**src/sv/dlq_pkg.sv**
```systemverilog
`timescale 1ns / 1ps

package dlq_pkg;

    // Widest link code the pool size range can need (1024 nodes plus null).
    localparam int LINK_W_MAX = 11;

    typedef enum logic [2:0] {
        ACT_APPEND_CHK  = 3'd0,
        ACT_APPEND_FAST = 3'd1,
        ACT_INSERT      = 3'd2,
        ACT_TAKE_FIRST  = 3'd3,
        ACT_TAKE_AT     = 3'd4,
        ACT_REMOVE      = 3'd5,
        ACT_READ_AT     = 3'd6,
        ACT_CLEAR       = 3'd7
    } t_action;

    typedef enum logic [1:0] {
        ST_DONE      = 2'd0,
        ST_PRESENT   = 2'd1,
        ST_NOT_FOUND = 2'd2
    } t_status;

    typedef enum logic [4:0] {
        S_IDLE,
        S_DISP,
        S_FIND,
        S_WALK,
        S_AP_NEXT,
        S_AP_PREV,
        S_AP_TAIL,
        S_IB_READ,
        S_IB_W1,
        S_IB_W2,
        S_IB_W3,
        S_IB_W4,
        S_TF_READ,
        S_TF_FIX,
        S_TF_CLR,
        S_UL_READ,
        S_UL_W1,
        S_UL_W2,
        S_UL_CLR,
        S_CLEAR,
        S_FIN
    } t_state;

    // Broadcast command seen by every link cell.
    typedef struct packed {
        logic [LINK_W_MAX-1:0] rd_node;
        logic                  wr_next;
        logic                  wr_prev;
        logic [LINK_W_MAX-1:0] wr_node;
        logic [LINK_W_MAX-1:0] wr_val;
    } t_cell_cmd;

endpackage

```
**src/sv/dlq_cell.sv**
```systemverilog
`timescale 1ns / 1ps

// Link storage for one node. Read data rides an OR chain from cell to cell.
module dlq_cell import dlq_pkg::*; #(
    parameter int LINK_W = 5,
    parameter int IDX    = 0
) (
    input  logic              i_clk,
    input  t_cell_cmd         i_cmd,
    input  logic [LINK_W-1:0] i_chain_next,
    input  logic [LINK_W-1:0] i_chain_prev,
    output logic [LINK_W-1:0] o_chain_next,
    output logic [LINK_W-1:0] o_chain_prev
);

    localparam logic [LINK_W-1:0] MY_ID = LINK_W'(IDX);

    logic [LINK_W-1:0] r_next;
    logic [LINK_W-1:0] r_prev;
    logic              w_rd_hit;
    logic              w_wr_hit;

    assign w_rd_hit = (i_cmd.rd_node[LINK_W-1:0] == MY_ID);
    assign w_wr_hit = (i_cmd.wr_node[LINK_W-1:0] == MY_ID);

    always_ff @(posedge i_clk) begin
        if (w_wr_hit && i_cmd.wr_next) begin
            r_next <= i_cmd.wr_val[LINK_W-1:0];
        end
        if (w_wr_hit && i_cmd.wr_prev) begin
            r_prev <= i_cmd.wr_val[LINK_W-1:0];
        end
    end

    assign o_chain_next = i_chain_next | (w_rd_hit ? r_next : '0);
    assign o_chain_prev = i_chain_prev | (w_rd_hit ? r_prev : '0);

endmodule

```
**src/sv/doubly_linked_queue_manager.sv**
```systemverilog
`timescale 1ns / 1ps

// Doubly linked queue manager. Keeps an ordered list over node ids
// 0..NODE_COUNT-1 with per-node next/prev links held in a row of link cells
// (one cell per node), plus head, tail and member count. Each accepted input
// word yields exactly one result word: status (done / already present /
// not found), the node taken or read, and the member count afterwards.
// One action at a time: o_in_ready is high only while the sequencer is idle,
// but a finished result may still wait in the output register while the next
// word is taken. The sequencer follows one link per cycle through the cell
// row's single read path, and performs one link write per cycle. Link storage
// is not cleared at reset; only head, tail and count are.
module doubly_linked_queue_manager import dlq_pkg::*; #(
    parameter int NODE_COUNT = 16
) (
    input  logic       i_clk,
    input  logic       i_rst_n,
    input  logic       i_in_valid,
    output logic       o_in_ready,
    input  logic [2:0] i_action,
    input  logic [3:0] i_node_id,
    input  logic [3:0] i_ref_node,
    input  logic [3:0] i_position,
    output logic       o_out_valid,
    input  logic       i_out_ready,
    output logic [1:0] o_status,
    output logic [3:0] o_node_out,
    output logic [4:0] o_count_out
);

    // link code width: ids plus the null code NODE_COUNT
    localparam int LW = $clog2(NODE_COUNT + 1);
    localparam int XW = (LW > 4) ? LW : 4;
    localparam int YW = (LW > 5) ? LW : 5;
    localparam logic [LW-1:0] NULL_LINK = LW'(NODE_COUNT);

    t_state  r_state, n_state;
    t_action r_act;
    logic [3:0]    r_nid, r_ref, r_pos;
    logic [LW-1:0] r_cur, n_cur;
    logic [LW-1:0] r_cnt, n_cnt;
    logic [LW-1:0] r_e, n_e;
    logic [LW-1:0] r_p, n_p;
    logic [LW-1:0] r_nx, n_nx;
    logic [LW-1:0] r_head, n_head;
    logic [LW-1:0] r_tail, n_tail;
    logic [LW-1:0] r_count, n_count;
    t_status       r_fin_st, n_fin_st;
    logic [LW-1:0] r_fin_node, n_fin_node;

    // output register
    logic          r_out_valid, n_out_valid;
    t_status       r_status, n_status;
    logic [LW-1:0] r_node_out, n_node_out;
    logic [LW-1:0] r_count_out, n_count_out;

    t_cell_cmd     w_cmd;
    logic [LW-1:0] w_rd_next, w_rd_prev;
    logic [LW-1:0] w_chain_next [NODE_COUNT+1];
    logic [LW-1:0] w_chain_prev [NODE_COUNT+1];

    logic          w_accept;
    logic          w_nid_ok, w_ref_ok, w_pos_ok;
    logic [LW-1:0] w_nid, w_ref;
    logic          w_empty;
    logic          w_cur_ok, w_walk_end, w_find_end;
    logic          w_out_free;
    logic [LW-1:0] w_cnt_up, w_cnt_dn;
    logic [XW-1:0] w_node_x;
    logic [YW-1:0] w_count_x;

    // ---------------- link cell row ----------------
    assign w_chain_next[0] = '0;
    assign w_chain_prev[0] = '0;

    for (genvar g = 0; g < NODE_COUNT; g++) begin : g_cell
        dlq_cell #(
            .LINK_W (LW),
            .IDX    (g)
        ) u_cell (
            .i_clk        (i_clk),
            .i_cmd        (w_cmd),
            .i_chain_next (w_chain_next[g]),
            .i_chain_prev (w_chain_prev[g]),
            .o_chain_next (w_chain_next[g+1]),
            .o_chain_prev (w_chain_prev[g+1])
        );
    end

    assign w_rd_next = w_chain_next[NODE_COUNT];
    assign w_rd_prev = w_chain_prev[NODE_COUNT];

    // ---------------- common decode ----------------
    assign o_in_ready = (r_state == S_IDLE);
    assign w_accept   = i_in_valid && o_in_ready;
    assign w_out_free = !r_out_valid || i_out_ready;

    assign w_nid    = LW'(r_nid);
    assign w_ref    = LW'(r_ref);
    assign w_nid_ok = XW'(r_nid) < XW'(NODE_COUNT);
    assign w_ref_ok = XW'(r_ref) < XW'(NODE_COUNT);
    assign w_pos_ok = XW'(r_pos) < XW'(r_count);
    assign w_empty  = !(r_head < NULL_LINK) && !(r_tail < NULL_LINK);
    assign w_cur_ok = r_cur < NULL_LINK;
    // walk stops on position reached or a broken chain
    assign w_walk_end = (r_cnt == '0) || !w_cur_ok;
    // search stops after NODE_COUNT steps or at the list end
    assign w_find_end = (r_cnt == NULL_LINK) || !w_cur_ok;

    assign w_cnt_up = (r_count < NULL_LINK) ? LW'(r_count + 1'b1) : r_count;
    assign w_cnt_dn = (r_count != '0) ? LW'(r_count - 1'b1) : r_count;

    // ---------------- next state ----------------
    always_comb begin
        n_state = r_state;
        case (r_state)
            S_IDLE: begin
                if (w_accept) n_state = S_DISP;
            end
            S_DISP: begin
                case (r_act)
                    ACT_APPEND_CHK:  n_state = w_nid_ok ? S_FIND : S_FIN;
                    ACT_APPEND_FAST: n_state = w_nid_ok ? S_AP_NEXT : S_FIN;
                    ACT_INSERT:      n_state = (w_nid_ok && w_ref_ok) ? S_IB_READ : S_FIN;
                    ACT_TAKE_FIRST:  n_state = (r_head < NULL_LINK) ? S_TF_READ : S_FIN;
                    ACT_TAKE_AT:     n_state = w_pos_ok ? S_WALK : S_FIN;
                    ACT_READ_AT:     n_state = w_pos_ok ? S_WALK : S_FIN;
                    ACT_REMOVE:      n_state = w_nid_ok ? S_FIND : S_FIN;
                    ACT_CLEAR:       n_state = S_CLEAR;
                    default:         n_state = S_FIN;
                endcase
            end
            S_FIND: begin
                if (w_find_end) begin
                    n_state = (r_act == ACT_APPEND_CHK) ? S_AP_NEXT : S_FIN;
                end else if (r_cur == w_nid) begin
                    n_state = (r_act == ACT_REMOVE) ? S_UL_READ : S_FIN;
                end
            end
            S_WALK: begin
                if (w_walk_end) begin
                    n_state = (w_cur_ok && r_act == ACT_TAKE_AT) ? S_UL_READ : S_FIN;
                end
            end
            S_AP_NEXT: n_state = S_AP_PREV;
            S_AP_PREV: n_state = S_AP_TAIL;
            S_AP_TAIL: n_state = S_FIN;
            S_IB_READ: n_state = S_IB_W1;
            S_IB_W1:   n_state = S_IB_W2;
            S_IB_W2:   n_state = S_IB_W3;
            S_IB_W3:   n_state = S_IB_W4;
            S_IB_W4:   n_state = S_FIN;
            S_TF_READ: n_state = (r_head == r_tail) ? S_TF_CLR : S_TF_FIX;
            S_TF_FIX:  n_state = S_TF_CLR;
            S_TF_CLR:  n_state = S_FIN;
            S_UL_READ: n_state = S_UL_W1;
            S_UL_W1:   n_state = S_UL_W2;
            S_UL_W2:   n_state = S_UL_CLR;
            S_UL_CLR:  n_state = S_FIN;
            S_CLEAR: begin
                if (w_find_end) n_state = S_FIN;
            end
            S_FIN: begin
                if (w_out_free) n_state = S_IDLE;
            end
            default:   n_state = S_IDLE;
        endcase
    end

    // ---------------- datapath and cell commands ----------------
    always_comb begin
        n_cur      = r_cur;
        n_cnt      = r_cnt;
        n_e        = r_e;
        n_p        = r_p;
        n_nx       = r_nx;
        n_head     = r_head;
        n_tail     = r_tail;
        n_count    = r_count;
        n_fin_st   = r_fin_st;
        n_fin_node = r_fin_node;

        w_cmd         = '0;
        w_cmd.rd_node = LINK_W_MAX'(r_cur);
        w_cmd.wr_node = LINK_W_MAX'(NULL_LINK);

        case (r_state)
            S_DISP: begin
                n_fin_st   = ST_NOT_FOUND;
                n_fin_node = '0;
                n_cur      = r_head;
                n_cnt      = ((r_act == ACT_TAKE_AT) || (r_act == ACT_READ_AT))
                           ? LW'(r_pos) : '0;
            end
            S_FIND: begin
                if (w_find_end) begin
                    n_fin_st = ST_NOT_FOUND;
                end else if (r_cur == w_nid) begin
                    n_fin_st = ST_PRESENT;
                    n_e      = w_nid;
                end else begin
                    n_cur = w_rd_next;
                    n_cnt = LW'(r_cnt + 1'b1);
                end
            end
            S_WALK: begin
                if (w_walk_end) begin
                    n_e = r_cur;
                    if (w_cur_ok && r_act == ACT_READ_AT) begin
                        n_fin_st   = ST_DONE;
                        n_fin_node = r_cur;
                    end
                end else begin
                    n_cur = w_rd_next;
                    n_cnt = LW'(r_cnt - 1'b1);
                end
            end
            S_AP_NEXT: begin
                w_cmd.wr_node = LINK_W_MAX'(w_nid);
                w_cmd.wr_next = 1'b1;
                w_cmd.wr_val  = LINK_W_MAX'(NULL_LINK);
            end
            S_AP_PREV: begin
                w_cmd.wr_node = LINK_W_MAX'(w_nid);
                w_cmd.wr_prev = 1'b1;
                w_cmd.wr_val  = LINK_W_MAX'(w_empty ? NULL_LINK : r_tail);
            end
            S_AP_TAIL: begin
                // tail link skipped when tail is null but head is not
                w_cmd.wr_node = LINK_W_MAX'(r_tail);
                w_cmd.wr_next = !w_empty && (r_tail < NULL_LINK);
                w_cmd.wr_val  = LINK_W_MAX'(w_nid);
                if (w_empty) n_head = w_nid;
                n_tail   = w_nid;
                n_count  = w_cnt_up;
                n_fin_st = ST_DONE;
            end
            S_IB_READ: begin
                w_cmd.rd_node = LINK_W_MAX'(w_ref);
                n_p           = w_rd_prev;
            end
            S_IB_W1: begin
                w_cmd.wr_node = LINK_W_MAX'(r_p);
                w_cmd.wr_next = (r_p < NULL_LINK);
                w_cmd.wr_val  = LINK_W_MAX'(w_nid);
                if (!(r_p < NULL_LINK)) n_head = w_nid;
            end
            S_IB_W2: begin
                w_cmd.wr_node = LINK_W_MAX'(w_nid);
                w_cmd.wr_next = 1'b1;
                w_cmd.wr_val  = LINK_W_MAX'(w_ref);
            end
            S_IB_W3: begin
                w_cmd.wr_node = LINK_W_MAX'(w_nid);
                w_cmd.wr_prev = 1'b1;
                w_cmd.wr_val  = LINK_W_MAX'(r_p);
            end
            S_IB_W4: begin
                w_cmd.wr_node = LINK_W_MAX'(w_ref);
                w_cmd.wr_prev = 1'b1;
                w_cmd.wr_val  = LINK_W_MAX'(w_nid);
                n_count       = w_cnt_up;
                n_fin_st      = ST_DONE;
            end
            S_TF_READ: begin
                w_cmd.rd_node = LINK_W_MAX'(r_head);
                n_e           = r_head;
                if (r_head == r_tail) begin
                    n_head = NULL_LINK;
                    n_tail = NULL_LINK;
                end else begin
                    n_head = w_rd_next;
                    n_nx   = w_rd_next;
                end
            end
            S_TF_FIX: begin
                w_cmd.wr_node = LINK_W_MAX'(r_nx);
                w_cmd.wr_prev = (r_nx < NULL_LINK);
                w_cmd.wr_val  = LINK_W_MAX'(NULL_LINK);
            end
            S_TF_CLR: begin
                w_cmd.wr_node = LINK_W_MAX'(r_e);
                w_cmd.wr_next = 1'b1;
                w_cmd.wr_prev = 1'b1;
                w_cmd.wr_val  = LINK_W_MAX'(NULL_LINK);
                n_count       = w_cnt_dn;
                n_fin_st      = ST_DONE;
                n_fin_node    = r_e;
            end
            S_UL_READ: begin
                w_cmd.rd_node = LINK_W_MAX'(r_e);
                n_p           = w_rd_prev;
                n_nx          = w_rd_next;
                if (r_head == r_e) n_head = w_rd_next;
                if (r_tail == r_e) n_tail = w_rd_prev;
            end
            S_UL_W1: begin
                w_cmd.wr_node = LINK_W_MAX'(r_p);
                w_cmd.wr_next = (r_p < NULL_LINK);
                w_cmd.wr_val  = LINK_W_MAX'(r_nx);
            end
            S_UL_W2: begin
                w_cmd.wr_node = LINK_W_MAX'(r_nx);
                w_cmd.wr_prev = (r_nx < NULL_LINK);
                w_cmd.wr_val  = LINK_W_MAX'(r_p);
            end
            S_UL_CLR: begin
                w_cmd.wr_node = LINK_W_MAX'(r_e);
                w_cmd.wr_next = 1'b1;
                w_cmd.wr_prev = 1'b1;
                w_cmd.wr_val  = LINK_W_MAX'(NULL_LINK);
                n_count       = w_cnt_dn;
                n_fin_st      = ST_DONE;
                n_fin_node    = (r_act == ACT_TAKE_AT) ? r_e : '0;
            end
            S_CLEAR: begin
                if (w_find_end) begin
                    n_head   = NULL_LINK;
                    n_tail   = NULL_LINK;
                    n_count  = '0;
                    n_fin_st = ST_DONE;
                end else begin
                    // read the successor and wipe this node in the same cycle
                    w_cmd.wr_node = LINK_W_MAX'(r_cur);
                    w_cmd.wr_next = 1'b1;
                    w_cmd.wr_prev = 1'b1;
                    w_cmd.wr_val  = LINK_W_MAX'(NULL_LINK);
                    n_cur         = w_rd_next;
                    n_cnt         = LW'(r_cnt + 1'b1);
                end
            end
            default: begin
            end
        endcase
    end

    // ---------------- output register ----------------
    always_comb begin
        n_out_valid = r_out_valid;
        n_status    = r_status;
        n_node_out  = r_node_out;
        n_count_out = r_count_out;
        if (r_out_valid && i_out_ready) n_out_valid = 1'b0;
        if (r_state == S_FIN && w_out_free) begin
            n_out_valid = 1'b1;
            n_status    = r_fin_st;
            n_node_out  = r_fin_node;
            n_count_out = r_count;
        end
    end

    always_ff @(posedge i_clk) begin
        if (!i_rst_n) begin
            r_state     <= S_IDLE;
            r_out_valid <= 1'b0;
            r_head      <= NULL_LINK;
            r_tail      <= NULL_LINK;
            r_count     <= '0;
        end else begin
            r_state     <= n_state;
            r_out_valid <= n_out_valid;
            r_head      <= n_head;
            r_tail      <= n_tail;
            r_count     <= n_count;
        end
    end

    always_ff @(posedge i_clk) begin
        if (w_accept) begin
            r_act <= t_action'(i_action);
            r_nid <= i_node_id;
            r_ref <= i_ref_node;
            r_pos <= i_position;
        end
        r_cur       <= n_cur;
        r_cnt       <= n_cnt;
        r_e         <= n_e;
        r_p         <= n_p;
        r_nx        <= n_nx;
        r_fin_st    <= n_fin_st;
        r_fin_node  <= n_fin_node;
        r_status    <= n_status;
        r_node_out  <= n_node_out;
        r_count_out <= n_count_out;
    end

    assign w_node_x    = XW'(r_node_out);
    assign w_count_x   = YW'(r_count_out);
    assign o_out_valid = r_out_valid;
    assign o_status    = r_status;
    assign o_node_out  = w_node_x[3:0];
    assign o_count_out = w_count_x[4:0];

endmodule

```
**config.mk**
```make
export PLATFORM = sky130hd
export DESIGN_NAME = doubly_linked_queue_manager
export DESIGN_NICKNAME = d
export VERILOG_FILES = /design/src/sv/dlq_pkg.sv /design/src/sv/dlq_cell.sv /design/src/sv/doubly_linked_queue_manager.sv
export SDC_FILE = /design/constraint.sdc
export NUM_CORES = 1
export LEC_CHECK = 0
export CORE_UTILIZATION = 60
export DETAILED_ROUTE_END_ITERATION = 8
export DONT_BUFFER_PORTS = 1
export GPL_ROUTABILITY_DRIVEN = 1
export GPL_TIMING_DRIVEN = 0
export PLACE_DENSITY_LB_ADDON = 0.2
export RECOVER_POWER = 25
export SLEW_MARGIN = 20
export SYNTH_ARGS = -nofsm -noshare
export SYNTH_HDL_FRONTEND = slang
export SYNTH_SLANG_ARGS = --single-unit
```
**constraint.sdc**
```tcl
create_clock -name i_clk -period 6.82 [get_ports i_clk]
set_input_delay 0.341 -clock i_clk [delete_from_list [all_inputs] [get_ports i_clk]]
set_output_delay 0.341 -clock i_clk [all_outputs]
set_load 0.1 [all_outputs]
```
==> metrics.yaml <==
outcome:
  status: "finished, violations left"
  violations: "DRC"
placement:
  place.gp.congestion: 0.989
  post_dp_cell_area_sq_um: 11500
  portBuffers: 0
  pre_cts_ws_ps: 2610
  hpwl_um: 23100
setup_path:
  r2r_slack_ps: 2110
  r2r-start: "r_state[2]"
  crit_start: "r_state[2]"
  critical_path.max_stage_delay_ps: 750
  slowest_stage: "a2111oi_0"
  cp_common_cell: "clkbuf_1"
  cp.arrival_ps: 4990
  endpoint: "r_cur[0]"
  crit_type: "reg -> reg"
  worst_r2r_endpoint: "r_cur[0]"
  reg2reg_depth: 10
  path_cells: "clkbuf_1 > nand3b_1 > nor2_1 > a221o_1 > nor3_1 > clkbuf_1 > and3_1 > a2111oi_0 > nand3_1 > mux2_2"
  cp-end-kind: "flip-flop"
  start_kind: "flip-flop"
  crit_fanout: 10
  required_ps: 7100
route:
  drtPass1Iterations: 9
  vias: 8626
  routed_wl_um: 33500
  drc: 2
  drt_iter0_drc: 1514
  wl_per_cell_um: 27.4
  routed_via_density: 7.05
  ant_nets: 0
timing:
  rsz0062_at_grt: "false"
  final_max_slew_viol_count: 0
  post-route-min-period_ps: 4710
  worst-slew-pin-transition_ps: 1140
  slew_headroom: 0.218
  setup_viol: 0
  post-route-period-util: 0.691
  whs_ps: 60.6
  setup_slack_ps: 2110
  fmax_mhz: 212
  setup-tns-final_ps: 0
  worst_clock_skew_ps: 16.9
  finalHoldViolations: 0
die:
  dieArea_sq_um: 19200
  die_w_um: 139
  ioPinCount: 32
  core.rowCount: 49
  coreArea_sq_um: 18100
  start_util: 0.616
  die_h_um: 139
finish:
  final_common_cell: "edfxtp_1"
  areaGrowthSynthToFinish_pct: 12.7
  finalNetCount: 1005
  drive_above_1_share: 0.0855
  final_cell_mix: "edfxtp_1, nor2_1, nand2_1, nand3_1, clkbuf_1"
  fin_area_sq_um: 12600
  n_antenna_cell: 0
synth:
  synthDistinctLibCells: 81
  avgSynthCellArea_sq_um: 12.1
  ys_async_sr_fraction: 0
  synth_top_area_cell: "edfxtp_1"
  syn-num-nets: 956
  syn_area_sq_um: 11200
  synth.top_cell.area_share: 0.583
  synth_edf_count: 217
  synth_warnings: 0
  yosysSeqAreaShare: 0.620
  ys_top_cells_by_area: "edfxtp_1, dfxtp_1, nor2_1"
  ys.flop_type: "edfxtp_1"
  synthCells: 925
  ys_ff_latch: 238
clocking:
  clockRootBuffer: "clkbuf_16"
  clock_latency_ps: 530
  cts-hold-fix-buffers: 15
  htree_levels: 1
  cts_sinks: 238
  cts_buffers: 26
  cts_tree: "done"
  path_clk_slew_ps: 70
  clockBufferDepth: 3
  post_cts_buffers: 0
  ctsResizeCount: 0
power_and_ir_drop:
  power_frac_comb: 0.314
  power_density_nw_per_um2: 406
  switching_power_mw: 1.88
  p_seq_frac: 0.387
  switching_share: 0.367
  p_leak_nw: 4.15
  power_mw: 5.12
  intPower_mw: 3.24
  clock_power_share: 0.298
  ir_drop_mv: 0.277
global_route:
  grt_pass1_vias: 8267
  track_usage: 0.352
  grt_overflow: 0
  grt_max_degree: 33
  antenna_found_initial: 0
  grt_pass1_wl_um: 50200
job:
  drv_cap: 0
worst_hold_path:
  hp-class: "in -> reg"
[worst min path at each step]
| stage | startpoint | endpoint | slack (ps) | cells past startpoint |
|---|---|---|---|---|
| floorplan | r_fin_st[0] | o_status[0] | 400 | 0 |
| global placement | r_fin_st[1] | o_status[1] | 400 | 0 |
| detailed placement | r_fin_node[0] | r_node_out[0] | 400 | 0 |
| CTS | i_rst_n | r_tail[0] | 50 | 2 |
| global route | i_rst_n | r_tail[0] | 90 | 2 |
| finish | i_rst_n | r_tail[0] | 60 | 2 |
[through the flow]
stage           util  cells
3_3_place_gp   0.632   1154
2_1_floorplan      -    925
4_1_cts        0.695   1221
6_report       0.695   1223
5_1_grt        0.695   1223
3_5_place_dp   0.635   1158
[synthesized netlist by cell type (18+ instances only)]
library cell and n:
nand2_1 71, edfxtp_1 217, and3_1 19, a21oi_1 44, xnor2_1 18, clkbuf_1 31
dfxtp_1 21, o21ai_0 27, a22oi_1 42, nand3_1 47, nor2_1 96, inv_1 18
[per-layer routing]
metal  global-route usage  vias up  share of wire
met5                    0        -              0
met4                0.190        0          0.058
met3               0.0694      143           0.11
met2                0.551      681           0.46
met1                0.469     4088           0.37
li1                     -     3714              -
[registers in the layout, summed over array words and instances, names as in the netlist]
| name | count |
|---|---|
| r_cnt | 5 |
| r_tail | 5 |
| r_head | 5 |
| r_count | 5 |
| r_nid | 4 |
| r_state | 5 |
| o_status | 2 |
| r_p | 5 |
| o_count_out | 5 |
| r_fin_node | 4 |
| o_out_valid | 1 |
| r_nx | 5 |
| r_ref | 4 |
| r_fin_st | 2 |
| g_cell.u_cell.r_next | 80 |
| r_pos | 4 |
| r_node_out | 4 |
| g_cell.u_cell.r_prev | 80 |
| r_cur | 5 |
| r_act | 3 |
| r_e | 5 |
[final cells by class]
type                       instances  area, sq um
clock inverter                    17          248
clock buffer                      31          691
inverter                          19         71.3
buffer                            47          203
multi-input combinational        621         4000
sequential                       238         6940
tap                              229          287
timing repair buffer              21          178
fill                            1339         5540
[power by group through the flow]
| stage | sequential (mW) | clock (mW) | combinational (mW) |
|---|---|---|---|
| after floorplan | 1.96 | 0 | 1.02 |
| after global placement | 2.02 | 0 | 1.51 |
| after detailed placement | 2.01 | 0 | 1.55 |
| after CTS | 1.98 | 1.54 | 1.57 |
| after global routing | 1.99 | 1.59 | 1.70 |
| final | 1.98 | 1.53 | 1.61 |
[kinds of logic after synthesis]
kind of cell,count (synthesis),share of synthesized area
fa+ha+maj,13,0.0157
compound gates,231,0.153
buf+inv,66,0.0251
xor+xnor,26,0.0204
mux,18,0.0180
simple gates,333,0.147
flops,238,0.620
[critical path, delay by kind of cell, from the launching register on]
| family | cells | cell delay (ps) |
|---|---|---|
| buf+inv | 2 | 820 |
| flops | 1 | 310 |
| mux | 1 | 400 |
| compound gates | 2 | 1250 |
| simple gates | 5 | 1670 |
No activity file was read; power rests on OpenSTA's default activity.
